### src/hdl/ssd_pkg.sv
// Package for the seven-segment scan driver: field widths, codes, result
// and converter status types, segment and power-of-ten tables.
// No dependencies; every other file in hdl/ depends on it.
package ssd_pkg;

	localparam int DIGITS_DEF = 6;
	localparam int TPS_DEF    = 1000;

	localparam int VAL_W   = 20;
	localparam int OP_W    = 2;
	localparam int WORD_W  = 16;
	localparam int STAT_W  = 2;
	localparam int DOT_W   = 6;
	localparam int DUR_W   = 12;
	localparam int DUR_MAX = 4095;
	localparam int SCAN_W  = 3;   // holds any scan position up to eight digits
	localparam int TAB_W   = 27;  // holds 9 * 10^7
	localparam int PADDR_W = 3;
	localparam int REG_SEL_BIT = 2;

	localparam int Q_DEPTH = 4;
	localparam int Q_AW    = 2;
	localparam int Q_CW    = 3;

	localparam logic REG_DOT_MASK = 1'b0;
	localparam logic REG_DURATION = 1'b1;

	localparam logic [OP_W-1:0] OP_LOAD  = 2'd0;
	localparam logic [OP_W-1:0] OP_TICK  = 2'd1;
	localparam logic [OP_W-1:0] OP_ABORT = 2'd2;

	localparam logic [STAT_W-1:0] ST_SCAN  = 2'd0;
	localparam logic [STAT_W-1:0] ST_DONE  = 2'd1;
	localparam logic [STAT_W-1:0] ST_ABORT = 2'd2;

	localparam logic [WORD_W-1:0] BLANK_WORD = 16'h0000;
	localparam logic [VAL_W-1:0]  DIG_MOD    = 20'd1000000;

	typedef struct packed {
		logic [WORD_W-1:0] seg_word;
		logic [STAT_W-1:0] status;
		logic              last;
	} res_t;

	// converter status seen by the top level
	typedef struct packed {
		logic              discard;  // working on digits above the display width
		logic              wr;       // digit below is valid for position pos
		logic [SCAN_W-1:0] pos;
		logic [3:0]        digit;
	} conv_stat_t;

	function automatic logic [6:0] seg_of(input logic [3:0] d);
		logic [6:0] s;
		case (d)
			4'd0: s = 7'h3F;
			4'd1: s = 7'h06;
			4'd2: s = 7'h5B;
			4'd3: s = 7'h4F;
			4'd4: s = 7'h66;
			4'd5: s = 7'h6D;
			4'd6: s = 7'h7D;
			4'd7: s = 7'h27;
			4'd8: s = 7'h7F;
			4'd9: s = 7'h6F;
			default: s = 7'h00;
		endcase
		return s;
	endfunction

	function automatic logic [TAB_W-1:0] pow10(input logic [2:0] k);
		logic [TAB_W-1:0] p;
		case (k)
			3'd0: p = TAB_W'(1);
			3'd1: p = TAB_W'(10);
			3'd2: p = TAB_W'(100);
			3'd3: p = TAB_W'(1000);
			3'd4: p = TAB_W'(10000);
			3'd5: p = TAB_W'(100000);
			3'd6: p = TAB_W'(1000000);
			default: p = TAB_W'(10000000);
		endcase
		return p;
	endfunction

endpackage

### src/hdl/ssd_ifs.sv
// Valid/ready channel interfaces of the scan driver: command items in,
// display word items out. Depends on ssd_pkg for field widths.
interface ssd_cmd_if;
	logic                      valid;
	logic                      ready;
	logic [ssd_pkg::OP_W-1:0]  op;
	logic [ssd_pkg::VAL_W-1:0] value;

	modport source (output valid, output op, output value, input ready);
	modport sink (input valid, input op, input value, output ready);
endinterface

interface ssd_disp_if;
	logic                       valid;
	logic                       ready;
	logic [ssd_pkg::WORD_W-1:0] seg_word;
	logic [ssd_pkg::STAT_W-1:0] status;
	logic                       last;

	modport source (output valid, output seg_word, output status, output last, input ready);
	modport sink (input valid, input seg_word, input status, input last, output ready);
endinterface

### src/hdl/ssd_digit_conv.sv
// Binary to decimal digit converter, one digit per cycle, most significant
// first, starting on a load. Depends on ssd_pkg (pow10, conv_stat_t).
module ssd_digit_conv #(
	parameter int DIGITS = ssd_pkg::DIGITS_DEF
) (
	input  logic                      clk,
	input  logic                      arst_n,
	input  logic                      start,
	input  logic [ssd_pkg::VAL_W-1:0] value,
	output ssd_pkg::conv_stat_t       stat
);
	import ssd_pkg::*;

	// top power of ten handled; for six digits or fewer the value is first
	// reduced below 10^6, which is a multiple of 10^DIGITS
	localparam int K0 = ((DIGITS > 6) ? DIGITS : 6) - 1;
	localparam int KW = $clog2(K0 + 1);

	logic             busy_q;
	logic [KW-1:0]    k_q;
	logic [VAL_W-1:0] rem_q;

	logic [TAB_W-1:0] pw;
	logic [TAB_W-1:0] thr;
	logic [TAB_W-1:0] sub;
	logic [3:0]       dig;
	logic [VAL_W-1:0] rem_next;
	logic [VAL_W-1:0] reduced;
	logic             discard;

	always_comb begin
		pw  = pow10(3'(k_q));
		dig = '0;
		sub = '0;
		thr = '0;
		for (int m = 1; m <= 9; m++) begin
			thr = TAB_W'(m) * pw;
			if (TAB_W'(rem_q) >= thr) begin
				dig = 4'(m);
				sub = thr;
			end
		end
		rem_next = rem_q - sub[VAL_W-1:0];
	end

	assign reduced = (DIGITS <= 6 && value >= DIG_MOD) ? value - DIG_MOD : value;
	assign discard = busy_q && (int'(k_q) >= DIGITS);

	always_comb begin
		stat.discard = discard;
		stat.wr      = busy_q && !discard;
		stat.pos     = SCAN_W'(DIGITS - 1 - int'(k_q));
		stat.digit   = dig;
	end

	always_ff @(posedge clk or negedge arst_n) begin
		if (!arst_n) begin
			busy_q <= 1'b0;
			k_q    <= '0;
		end else if (start) begin
			busy_q <= 1'b1;
			k_q    <= KW'(K0);
		end else if (busy_q) begin
			if (k_q == '0) begin
				busy_q <= 1'b0;
			end else begin
				k_q <= k_q - 1'b1;
			end
		end
	end

	always_ff @(posedge clk) begin
		if (start) begin
			rem_q <= reduced;
		end else if (busy_q) begin
			rem_q <= rem_next;
		end
	end

endmodule

### src/hdl/seven_segment_scan_driver_core.sv
// Multiplexed seven-segment scan driver, top level.
// Throughput: one item per cycle while ready is high; results leave through a
// four-entry queue. Ready is low while the queue holds three or more results
// or the digit converter, restarted by each load, works on digits above the
// display width, as it does first when DIGITS is under six. Ticks overlap it.
// Reset (arst_n, async, active low): idle session, empty queue, registers at defaults.
module seven_segment_scan_driver_core #(
	parameter int DIGITS        = ssd_pkg::DIGITS_DEF,
	parameter int TICKS_PER_SEC = ssd_pkg::TPS_DEF
) (
	input  logic                        clk,
	input  logic                        arst_n,
	ssd_cmd_if.sink                     cmd,
	ssd_disp_if.source                  disp,
	input  logic                        psel,
	input  logic                        penable,
	input  logic                        pwrite,
	input  logic [ssd_pkg::PADDR_W-1:0] paddr,
	input  logic [31:0]                 pwdata,
	output logic [31:0]                 prdata,
	output logic                        pready
);
	import ssd_pkg::*;

	localparam int IDX_W   = (DIGITS > 1) ? $clog2(DIGITS) : 1;
	localparam int LIMIT_W = $clog2(longint'(DUR_MAX) * TICKS_PER_SEC + 1);
	localparam logic [LIMIT_W-1:0] TPS_C = LIMIT_W'(TICKS_PER_SEC);
	localparam logic [IDX_W-1:0]   LAST_POS = IDX_W'(DIGITS - 1);

	// configuration
	logic [DOT_W-1:0]   dot_mask_q;
	logic [DUR_W-1:0]   duration_q;
	logic [LIMIT_W-1:0] limit_q;
	logic               cfg_wr;
	logic               reg_sel;
	logic [DUR_W-1:0]   dur_in;
	logic [DUR_W-1:0]   dur_eff;

	// session state
	logic               active_q;
	logic [IDX_W-1:0]   scan_q;
	logic [LIMIT_W-1:0] tick_q;
	logic [3:0]         digit_q [DIGITS];

	conv_stat_t         conv_st;
	logic               acc;
	logic               load_go;
	logic               tick_go;
	logic               abort_go;
	logic               sess_end;
	logic [3:0]         cur_digit;
	logic [7:0]         dot_ext;
	logic [WORD_W-1:0]  tick_word;

	// result queue
	res_t               q_mem [Q_DEPTH];
	logic [Q_AW-1:0]    wr_ptr_q;
	logic [Q_AW-1:0]    rd_ptr_q;
	logic [Q_CW-1:0]    cnt_q;
	logic [1:0]         push_n;
	res_t               ent0;
	res_t               ent1;
	logic               pop;

	// ---------------- configuration port ----------------
	assign pready  = 1'b1;
	assign cfg_wr  = psel && penable && pwrite;
	assign reg_sel = paddr[REG_SEL_BIT];
	assign dur_in  = pwdata[DUR_W-1:0];
	assign dur_eff = (dur_in == '0) ? DUR_W'(1) : dur_in;

	always_comb begin
		case (reg_sel)
			REG_DOT_MASK: prdata = 32'(dot_mask_q);
			REG_DURATION: prdata = 32'(duration_q);
			default:      prdata = '0;
		endcase
	end

	always_ff @(posedge clk or negedge arst_n) begin
		if (!arst_n) begin
			dot_mask_q <= '0;
			duration_q <= DUR_W'(1);
			limit_q    <= TPS_C;
		end else if (cfg_wr) begin
			case (reg_sel)
				REG_DOT_MASK: dot_mask_q <= pwdata[DOT_W-1:0];
				REG_DURATION: begin
					duration_q <= dur_in;
					limit_q    <= LIMIT_W'(dur_eff) * TPS_C;
				end
				default: ;
			endcase
		end
	end

	// ---------------- digit converter ----------------
	ssd_digit_conv #(
		.DIGITS(DIGITS)
	) u_conv (
		.clk   (clk),
		.arst_n(arst_n),
		.start (load_go),
		.value (cmd.value),
		.stat  (conv_st)
	);

	always_ff @(posedge clk) begin
		if (conv_st.wr) begin
			digit_q[conv_st.pos[IDX_W-1:0]] <= conv_st.digit;
		end
	end

	// ---------------- item decode ----------------
	assign cmd.ready = (cnt_q <= Q_CW'(Q_DEPTH - 2)) && !conv_st.discard;
	assign acc       = cmd.valid && cmd.ready;

	always_comb begin
		load_go  = 1'b0;
		tick_go  = 1'b0;
		abort_go = 1'b0;
		case (cmd.op)
			OP_LOAD:  load_go  = acc;
			OP_TICK:  tick_go  = acc && active_q;
			OP_ABORT: abort_go = acc && active_q;
			default: ;
		endcase
	end

	// the digit under scan may still be in the converter this cycle
	assign cur_digit = (conv_st.wr && conv_st.pos[IDX_W-1:0] == scan_q) ?
		conv_st.digit : digit_q[scan_q];
	assign dot_ext   = 8'(dot_mask_q);
	assign tick_word = {~(8'b1 << scan_q), dot_ext[3'(scan_q)], seg_of(cur_digit)};
	assign sess_end  = tick_q >= limit_q;

	always_comb begin
		push_n = 2'd0;
		ent0   = '{seg_word: tick_word, status: ST_SCAN, last: 1'b1};
		ent1   = '{seg_word: BLANK_WORD, status: ST_DONE, last: 1'b1};
		if (tick_go) begin
			if (sess_end) begin
				push_n    = 2'd2;
				ent0.last = 1'b0;
			end else begin
				push_n = 2'd1;
			end
		end else if (abort_go) begin
			push_n = 2'd1;
			ent0   = '{seg_word: BLANK_WORD, status: ST_ABORT, last: 1'b1};
		end
	end

	always_ff @(posedge clk or negedge arst_n) begin
		if (!arst_n) begin
			active_q <= 1'b0;
			scan_q   <= '0;
			tick_q   <= '0;
		end else if (load_go) begin
			active_q <= 1'b1;
			scan_q   <= '0;
			tick_q   <= '0;
		end else if (tick_go) begin
			scan_q <= (scan_q == LAST_POS) ? '0 : scan_q + 1'b1;
			tick_q <= tick_q + 1'b1;
			if (sess_end) begin
				active_q <= 1'b0;
			end
		end else if (abort_go) begin
			active_q <= 1'b0;
		end
	end

	// ---------------- result queue ----------------
	assign pop           = disp.valid && disp.ready;
	assign disp.valid    = cnt_q != '0;
	assign disp.seg_word = q_mem[rd_ptr_q].seg_word;
	assign disp.status   = q_mem[rd_ptr_q].status;
	assign disp.last     = q_mem[rd_ptr_q].last;

	always_ff @(posedge clk or negedge arst_n) begin
		if (!arst_n) begin
			wr_ptr_q <= '0;
			rd_ptr_q <= '0;
			cnt_q    <= '0;
		end else begin
			wr_ptr_q <= wr_ptr_q + Q_AW'(push_n);
			rd_ptr_q <= rd_ptr_q + Q_AW'(pop);
			cnt_q    <= cnt_q + Q_CW'(push_n) - Q_CW'(pop);
		end
	end

	always_ff @(posedge clk) begin
		if (push_n != 2'd0) begin
			q_mem[wr_ptr_q] <= ent0;
		end
		if (push_n == 2'd2) begin
			q_mem[wr_ptr_q + 1'b1] <= ent1;
		end
	end

`ifndef ASSERT_OFF
	a_queue_bound: assert property (@(posedge clk) disable iff (!arst_n)
		cnt_q <= Q_CW'(Q_DEPTH))
		else $error("result queue count exceeds depth");

	a_scan_range: assert property (@(posedge clk) disable iff (!arst_n)
		int'(scan_q) < DIGITS)
		else $error("scan position out of range");

	a_scan_behind_conv: assert property (@(posedge clk) disable iff (!arst_n)
		active_q && conv_st.wr |-> scan_q <= conv_st.pos[IDX_W-1:0])
		else $error("scan overtook the digit converter");

	a_load_restart: assert property (@(posedge clk) disable iff (!arst_n)
		load_go |=> active_q && scan_q == '0 && tick_q == '0)
		else $error("load did not restart the session");
`endif

endmodule
### src/flat_wrapper.sv
// flat-port wrapper written by rule: the top's interface ports become plain ports
module seven_segment_scan_driver_core_flat import ssd_pkg::*;
#(
	parameter int DIGITS        = ssd_pkg::DIGITS_DEF,
	parameter int TICKS_PER_SEC = ssd_pkg::TPS_DEF
)
  (clk, arst_n, psel, penable, pwrite, paddr, pwdata, prdata, pready, cmd_valid, cmd_op, cmd_value, cmd_ready, disp_valid, disp_seg_word, disp_status, disp_last, disp_ready);
  ssd_cmd_if cmd_i ();
  ssd_disp_if disp_i ();
  input  logic clk;
  input  logic arst_n;
  input  logic psel;
  input  logic penable;
  input  logic pwrite;
  input  logic [ssd_pkg::PADDR_W-1:0] paddr;
  input  logic [31:0] pwdata;
  output logic [31:0] prdata;
  output logic pready;
  input wire logic [$bits(cmd_i.valid)-1:0] cmd_valid;
  input wire logic [$bits(cmd_i.op)-1:0] cmd_op;
  input wire logic [$bits(cmd_i.value)-1:0] cmd_value;
  output wire logic [$bits(cmd_i.ready)-1:0] cmd_ready;
  output wire logic [$bits(disp_i.valid)-1:0] disp_valid;
  output wire logic [$bits(disp_i.seg_word)-1:0] disp_seg_word;
  output wire logic [$bits(disp_i.status)-1:0] disp_status;
  output wire logic [$bits(disp_i.last)-1:0] disp_last;
  input wire logic [$bits(disp_i.ready)-1:0] disp_ready;
  assign cmd_i.valid = cmd_valid;
  assign cmd_i.op = cmd_op;
  assign cmd_i.value = cmd_value;
  assign cmd_ready = cmd_i.ready;
  assign disp_valid = disp_i.valid;
  assign disp_seg_word = disp_i.seg_word;
  assign disp_status = disp_i.status;
  assign disp_last = disp_i.last;
  assign disp_i.ready = disp_ready;
  seven_segment_scan_driver_core #(.DIGITS(DIGITS), .TICKS_PER_SEC(TICKS_PER_SEC)) u_core (.clk(clk), .arst_n(arst_n), .cmd(cmd_i), .disp(disp_i), .psel(psel), .penable(penable), .pwrite(pwrite), .paddr(paddr), .pwdata(pwdata), .prdata(prdata), .pready(pready));
endmodule
### config.mk
export PLATFORM = sky130hd
export DESIGN_NAME = seven_segment_scan_driver_core_flat
export DESIGN_NICKNAME = d
export VERILOG_FILES = /design/src/hdl/ssd_pkg.sv /design/src/hdl/ssd_ifs.sv /design/src/hdl/ssd_digit_conv.sv /design/src/hdl/seven_segment_scan_driver_core.sv /design/src/flat_wrapper.sv
export SDC_FILE = /design/constraint.sdc
export NUM_CORES = 1
export LEC_CHECK = 0
export ABC_AREA = 1
export BUFFER_PORTS_ARGS = -buffer_cell sky130_fd_sc_hd__buf_2
export CORE_MARGIN = 1.5
export CORE_UTILIZATION = 40
export DETAILED_ROUTE_END_ITERATION = 8
export HOLD_SLACK_MARGIN = 0.15
export PLACE_DENSITY_LB_ADDON = 0.25
export SYNTH_ARGS = -nofsm -noshare
export SYNTH_HDL_FRONTEND = slang
export SYNTH_HIERARCHICAL = 1
export SYNTH_SLANG_ARGS = --single-unit
### constraint.sdc
create_clock -name clk -period 10.97 [get_ports clk]
set_input_delay 0.5485 -clock clk [delete_from_list [all_inputs] [get_ports clk]]
set_output_delay 0.5485 -clock clk [all_outputs]
set_load 0.02 [all_outputs]
* After elaboration in Yosys (flattened, before gate mapping)
Memories as Yosys holds them, arrays and structs flattened. Cells that the tools add are included.
Cells by class: add/subtract/negate cells 11, $lt $le $gt $ge 14, bitwise gates (word level) 2, shift-type cells 1, multipliers 6, multiplexer cells 58, eq/ne operators 13, reductions and logical operators 22
Operator list (count):
- $mux W20 | 12
- $pmux W24 S7 | 1
- $ge A20 B27 Y1 | 5
- $pmux W32 S2 | 1
- $mul A3 B24 Y27 const A | 2
- $ge A20 B26 Y1 | 2
- $mul A2 B24 Y26 const A | 2
- $mux W22 | 2
- $mux W4 | 9
- $mul A4 B24 Y27 const A | 1
- $ge A20 B25 Y1 | 1
- $ge A20 B24 Y1 | 1
- $add A22 B1 Y22 const B | 1
- $ge A22 B22 Y1 | 1
- $mux W1 | 21
- $ge A20 B20 Y1 const B | 1
- $sub A20 B20 Y20 | 1
- $sub A20 B20 Y20 const B | 1
- $mul A12 B7 Y19 const B | 1
- $mux W19 | 1
- $mux W18 | 1
- $mux W3 | 6
- $eq A3 B3 Y1 const B | 4
- $logic_not A12 Y1 | 1
- 31 further kinds | 48
Storage, ports and cells: memories kept 3, word-level logic and storage cells 142, input bits 64, memory bits (read-only) 112, memory bits (writable) 100, output and inout bits 54, bits in registers 94
Memories:
- (no name shown) | depth 16, bits a word 7, rd ports 1, clocked after memory_dff 0, write ports 0, line ssd_pkg.sv:55 | case (d)
- u_core.q_mem | depth 4, bits a word 19, rd ports 1, clocked after memory_dff 0, write ports 2, line seven_segment_scan_driver_core.sv:56 | res_t q_mem [Q_DEPTH];
- u_core.digit_q | depth 6, bits a word 4, rd ports 1, clocked after memory_dff 0, write ports 1, line seven_segment_scan_driver_core.sv:43 | logic [3:0] digit_q [DIGITS];

* Longest topological paths before layout
Gate-level depths: netlist of run 1. An unclocked memory read counts as a cell.
depth in word-level cells 16, depth in mapped cells 60, gate-level depth less buffers 59

* Hierarchy
Netlist of run 1, hierarchy kept.
By module, submodules not included:
- seven_segment_scan_driver_core | seq. area each 4002.6 µm², instances 1, cells each 1430, area each 10945.5 µm²
- ssd_digit_conv | seq. area each 700.7 µm², instances 1, cells each 1576, area each 10351.2 µm²

* Worst setup path after synthesis of run 1
No wires, ideal clock.
path type reg-to-reg, start register u_core.u_conv.k_q[1], end register u_core.u_conv.rem_q[19] (data pin), required time 10.716 ns, setup slack 2.711 ns, buffers on the path 2, setup time 0.254 ns, clock period less this slack 8.259 ns, arrival time 8.006 ns, stages on the path, launching flop included 56, path through dfrtp_1 > inv_1 > ha_1 > nand2_2 > nand2_4 > nor2_8 > inv_2 > nor2_4 > buf_6 > nor2_1 > inv_1 > ha_1 > xor2_1 > ha_1 > nand2_1 > o21ai_0 > a21oi_1 > inv_1 > (+20 left out) > nand2_1 > a21oi_1 > ha_1 > inv_1 > nor3_1 > inv_1 > nor3_1 > a21oi_1 > o21ai_0 > a21boi_0 > o21ai_0 > nand2_1 > nand2_1 > a21o_1 > xor2_1 > nand3_1 > nand3_1 > nand2_1
Between the ends: cells in the longest elaborated chain, start to end 15, elaborated cells on any way between the ends 40, classes of those cells add/sub (1); mul (5); order compare (10); eq/ne (6); mux (13); reduce/logical (5)
Ends and longest elaborated chain:
- start, declared | line ssd_digit_conv.sv:20 | logic [KW-1:0] k_q;
- start signal, assigned | line ssd_digit_conv.sv:62 | k_q <= KW'(K0);
- start signal, assigned | line ssd_digit_conv.sv:67 | k_q <= k_q - 1'b1;
- parallel branches: the longest is 14 deep, another holds $mul A2 B24 Y26
- $mux W20 (*) | line ssd_digit_conv.sv:73 | if (start) begin
- end signal, assigned | line ssd_digit_conv.sv:74 | rem_q <= reduced;
- end signal, assigned | line ssd_digit_conv.sv:76 | rem_q <= rem_next;
- end, declared | line ssd_digit_conv.sv:21 | logic [VAL_W-1:0] rem_q;
Every way passes the cells marked *. The select of a mux whose other input is x is not followed. A chain may end at the register's enable or synchronous reset.

* Worst setup path after layout of run 1
Ends and elaborated chain as after synthesis.

==> results of run 1 <==
-- logic make-up (layout without fill, tap and decap cells) --
family                     after synthesis  count (layout)  synth area share
buffers and inverters                  528             563            0.0998
other                                    3              25          0.000529
and+or+nand+nor                       1205            1205             0.247
adders and majority gates              380             380             0.240
DFF                                    194             194             0.221
xor gates and xnor gates                83              83            0.0341
AOI/OAI and AO/OA                      613             613             0.158
-- area by class of cell --
cell class	count	area, sq um	area share
clock buffers	17	425	0.0185
well taps	688	861	0.0375
clock inverters	15	230	0.0100
multi-input cells	2306	14600	0.633
repair buffers	102	583	0.0254
flip-flops and latches	194	4700	0.205
inverters	429	1620	0.0705
-- synth_stat cells, types with 15 or more instances --
| cell type | count | area share |
|---|---|---|
| nand4_1 | 46 | 0.014 |
| o22ai_1 | 39 | 0.011 |
| xnor2_1 | 23 | 0.0095 |
| fa_1 | 48 | 0.045 |
| nand2_1 | 662 | 0.12 |
| xor2_1 | 60 | 0.025 |
| nor2_1 | 220 | 0.039 |
| dfxtp_1 | 76 | 0.071 |
| clkbuf_1 | 55 | 0.0097 |
| nand3_1 | 137 | 0.032 |
| buf_4 | 27 | 0.0095 |
| dfrtp_1 | 67 | 0.079 |
| nor3_1 | 36 | 0.0085 |
| inv_2 | 15 | 0.0026 |
| edfxtp_1 | 44 | 0.062 |
| a21oi_1 | 223 | 0.052 |
| o21ai_0 | 250 | 0.059 |
| ha_1 | 332 | 0.20 |
| inv_1 | 411 | 0.072 |
| nand2_2 | 20 | 0.0059 |
| or2_2 | 34 | 0.010 |
-- metal layers --
layer	wire, um	up-vias	GRT usage
li1	-	10000	-
met4	2040	0	0.0899
met1	29000	9370	0.309
met3	3060	123	0.0271
met5	0	-	0
met2	30400	536	0.406
-- metrics by stage --
step	area, sq um	hold slack, ns	worst slack (ns)	std cells	utilization
after detailed placement	22300	0.440	0.860	3719	0.425
after global placement	22300	0.438	1.01	3719	0.425
final	23000	0.201	0.967	3751	0.437
after floorplan	21400	0.253	2.71	3028	-
after global routing	23000	0.289	0.0120	3751	0.437
after CTS	23000	0.251	0.810	3751	0.437
-- state kept, by name, indices dropped and copies added (netlist names), 2 cells and up --
name	count
u_core/wr_ptr_q	2
u_core/limit_q	19
u_core/duration_q	12
u_core/u_conv/rem_q	20
u_core/rd_ptr_q	2
u_core/q_mem	76
u_core/cnt_q	3
u_core/scan_q	3
u_core/tick_q	22
u_core/u_conv/k_q	3
u_core/digit_q	24
u_core/dot_mask_q	6
-- placed cells by master, fill, tap and decap left out, types with 7 or more instances in the layout --
cell type,count
nand2_1,662
inv_1,409
ha_1,332
o21ai_0,250
a21oi_1,223
nor2_1,220
nand3_1,137
dfxtp_1,76
buf_2,73
dfrtp_1,67
xor2_1,60
fa_1,48
nand4_1,46
edfxtp_1,44
o22ai_1,39
nor3_1,36
or2_2,34
buf_4,29
conb_1,25
xnor2_1,23
nand2_2,20
clkbuf_16,17
inv_2,15
a31oi_1,14
o21ai_1,13
o211ai_1,13
nor4_1,11
o21bai_1,11
o21a_1,7
o31ai_1,7
a21o_1,7
nand3b_1,7
dfstp_2,7
-- path summary, 6_finish.rpt --
kind / start / end / slack, ns / depth (start not counted)
setup / recovery: u_core/u_conv/k_q[1] / u_core/u_conv/rem_q[19] / 0.97 / 52
hold / removal: arst_n / u_core/duration_q[3] / 0.20 / 1
max in group asynchronous: arst_n / u_core/duration_q[11] / 10.09 / 1
min in group clk: cmd_value[19] / u_core/u_conv/rem_q[19] / 0.35 / 3
hold reg to reg: u_core/q_mem[3][1] / u_core/q_mem[3][1] / 0.46 / 2
setup reg to reg: u_core/u_conv/k_q[1] / u_core/u_conv/rem_q[19] / 0.97 / 52
-- worst max-delay path: cells and delay by family, from the launching register on --
kind | cells | cell delay, ns
adder cells (fa/ha/maj) | 5 | 1.44
AND/OR/NAND/NOR | 22 | 2.68
flip-flops | 1 | 0.59
AO/OA/AOI/OAI | 13 | 3.00
XOR/XNOR | 2 | 0.38
buffers and inverters | 10 | 1.67
==> out/results.txt, run 1 <==
Post-cts sizing count = 0
Critical path class = flip-flop to flip-flop
CTS Root Cell = clkbuf_16
Top_reg_cell synth = dfxtp_1
Number of diodes = 0
Final setup fails = 0
Fmax = 100 MHz
CTS Sinks = 194
Max Slew Vio Count = 0
CP startpoint kind = flip-flop
Period utilisation layout = 0.912
Crit. End Element = flip-flop
Status = finished clean
Slowest cell on the critical path = dfrtp_1
Row cnt = 84
EDFF count, synth = 44
Global route overflow = 0
Hold-fix buffers at CTS = 0
Async SR Flop Fraction = 0.381
I/O pins = 118
Max-cap viol count = 0
Vias in the first global route = 19.1k
Setup Buffers After CTS = 0
Syn-to-layout area delta = 7.91%
Crit-path max cell delay = 0.59 ns
CP dominant cell by count = nand2_1
Largest net degree at the start of global routing = 75
Via count = 20.1k
H-tree depth = 4
Number of port buffers = 74
Core ar. = 52600 sq um
Nets@finish = 3494
Clock slew at reported path FFs = 0.09 ns
Synth cell types = 63
Yosys reg bits = 194
Antenna violations before repair = 0
First-pass GRT wire length = 103000 um
Filler cell count = 5365
GRT Util Overall = 0.238
Setup Total Neg Slack = 0 ns
Synth Area per Inst = 7.08 sq um
Die footprint = 54600 sq um
Syn Inst Count = 3006
Number of remaining DRC errors = 0
Worst slew pin tran = 1.08 ns
Share of layout cells above drive strength 1 = 0.0784
DR pass1 iterations = 6
Seq/Total Area, Yosys = 0.221
Synth warnings = 6
Worst clock skew = 0.0204 ns
Via-per-instance ratio = 5.35
TritonCTS clock tree = built
ANT nets after route = 0
Final Hold Violating Endpoints = 0
Minimum clock period = 10.00 ns
Routed WL per cell = 17.2 um
Worst endpoint required time = 11.22 ns
Min-Delay Path Class = primary input to async pin
Starting Density = 0.405
Die span in x = 234 um
Final wirelength = 64500 um
Placer Congestion = 0.978
Crit-path max FO = 14
Worst-skew pair later-pin latency = 0.49 ns
Post-DP HPWL = 50500 um
RSZ-0062 raised after global routing = no
Starting DRT DRC Count = 1404
Rel. slew slack = 0.280
Bufs on Longest Clock Path = 2
Arrival @ worst endpoint = 10.25 ns
Post-Syn Area = 21300 sq um
Chip Height = 234 um
Cts bufs inserted = 17
Power of run 1 is left out: the tool's default activity adds up to more than one toggle a clock period on the data nets, which glitch-free logic cannot reach.
==> run 2, diff against run 1 <==
--- a/config.mk
+++ b/config.mk
@@ -7,11 +7,12 @@
 export LEC_CHECK = 0
 export ABC_AREA = 1
 export BUFFER_PORTS_ARGS = -buffer_cell sky130_fd_sc_hd__buf_2
-export CORE_MARGIN = 1.5
+export CORE_ASPECT_RATIO = 2
 export CORE_UTILIZATION = 40
 export DETAILED_ROUTE_END_ITERATION = 8
 export HOLD_SLACK_MARGIN = 0.15
 export PLACE_DENSITY_LB_ADDON = 0.25
+export REMOVE_ABC_BUFFERS = 1
 export SYNTH_ARGS = -nofsm -noshare
 export SYNTH_HDL_FRONTEND = slang
 export SYNTH_HIERARCHICAL = 1
==> out/results.txt, run 2 (synthesis results as in run 1) <==
Fmax = 102 MHz
Period utilisation layout = 0.895
Core ar. = 52600 sq um
DR pass1 iterations = 5
Slowest cell on the critical path = dfrtp_1
Setup Total Neg Slack = 0 ns
CP dominant cell by count = a21oi_1
Max-cap viol count = 0
CP startpoint kind = flip-flop
Max Slew Vio Count = 0
Minimum clock period = 9.82 ns
Cts bufs inserted = 17
Commonest non-fill, non-tap cell in the layout = nand2_1
Post-DP HPWL = 58800 um
Worst slew pin tran = 1.11 ns
Antenna violations before repair = 0
Number of remaining DRC errors = 0
Starting Density = 0.405
Max FFs per register = 76
Placer Congestion = 1.01
CTS Root Cell = clkbuf_16
RSZ-0062 raised after global routing = no
Largest Register = u_core/q_mem
Share of layout cells above drive strength 1 = 0.0823
Row cnt = 119
Final Hold Violating Endpoints = 0
Final setup fails = 0
Clock slew at reported path FFs = 0.08 ns
Arrival @ worst endpoint = 10.05 ns
Worst clock skew = 0.0260 ns
I/O pins = 118
Via count = 20.5k
CTS Sinks = 194
ANT nets after route = 0
Min-Delay Path Class = primary input to async pin
Critical path class = flip-flop to flip-flop
Filler cell count = 5429
Vias in the first global route = 20.2k
Critical R2R Capture = u_core/u_conv/rem_q[19]
Post-layout util = 0.438
Number of diodes = 0
Reg-to-reg startpoint = u_core/u_conv/k_q[2]
Via-per-instance ratio = 5.47
Worst-skew pair later-pin latency = 0.47 ns
TritonCTS clock tree = built
Nets@finish = 3506
Status = finished clean
Rel. slew slack = 0.259
Crit-path max cell delay = 0.57 ns
Die footprint = 54200 sq um
Reg2reg path depth = 53
Number of port buffers = 74
Crit. End Element = flip-flop
Starting DRT DRC Count = 1227
Syn-to-layout area delta = 8.02%
H-tree depth = 4
Most frequent cells in the layout = nand2_1, inv_1, ha_1, o21ai_0, a21oi_1
Crit-path max FO = 14
Final wirelength = 74700 um
Bufs on Longest Clock Path = 2
Die span in x = 165 um
Chip Height = 328 um
Global route overflow = 0
R2R setup slack = 1.15 ns
Worst endpoint required time = 11.20 ns
Largest net degree at the start of global routing = 75
GRT Util Overall = 0.279
Routed WL per cell = 20.0 um
First-pass GRT wire length = 113000 um
Hold-fix buffers at CTS = 0
run 2: worst max-delay path by stage:
stage                         start                 endpoint  slack [ns]
3_5_place_dp   u_core/u_conv/k_q[1]  u_core/u_conv/rem_q[19]        0.99
3_3_place_gp   u_core/u_conv/k_q[1]  u_core/u_conv/rem_q[19]        1.12
5_1_grt        u_core/u_conv/k_q[1]  u_core/u_conv/rem_q[19]        0.11
6_report       u_core/u_conv/k_q[2]  u_core/u_conv/rem_q[19]        1.15
2_1_floorplan  u_core/u_conv/k_q[1]  u_core/u_conv/rem_q[19]        2.23
4_1_cts        u_core/u_conv/k_q[1]  u_core/u_conv/rem_q[19]        0.98
run 2: what timing repair did:
action,CTS,global route
resized for setup,0,3
endpoints found under the setup margin,0,1
buffers inserted,0,3
run 2: through the flow:
stage | hold slack [ns] | instance area (sq um) | cells | setup WS, ns
floorplan | 0.253 | 20900 | 2929 | 2.23
global placement | 0.438 | 22300 | 3704 | 1.12
detailed placement | 0.441 | 22300 | 3704 | 0.986
CTS | 0.260 | 23000 | 3736 | 0.978
global route | 0.309 | 23000 | 3740 | 0.108
finish | 0.193 | 23000 | 3740 | 1.15
run 2: layout make-up:
cell class / instances / area (sq um) / area share
clock inverter: 15 / 194 / 0.00843
clock buffer: 17 / 425 / 0.0185
multi-input combinational: 2306 / 14600 / 0.633
tap: 665 / 832 / 0.0362
timing repair inverter: 1 / 5.00 / 0.000218
sequential: 194 / 4700 / 0.205
timing repair buffer: 113 / 666 / 0.0289
inverter: 429 / 1620 / 0.0703
run 2: per-layer routing:
| layer | wire length, um | global-route usage | up-vias |
|---|---|---|---|
| met2 | 39000 | 0.518 | 624 |
| met5 | 0 | 0 | - |
| met1 | 25100 | 0.256 | 9525 |
| met4 | 8000 | 0.264 | 0 |
| li1 | - | - | 10100 |
| met3 | 2600 | 0.0305 | 262 |
run 2: critical path, delay by kind of cell, from the launching register on:
family,cells,cell delay (ns)
flops,1,0.57
simple gates,18,2.36
fa+ha+maj,5,1.61
compound gates,17,3.23
buf+inv,10,1.17
xor+xnor,3,0.66
Power of run 2 is left out for the same reason.
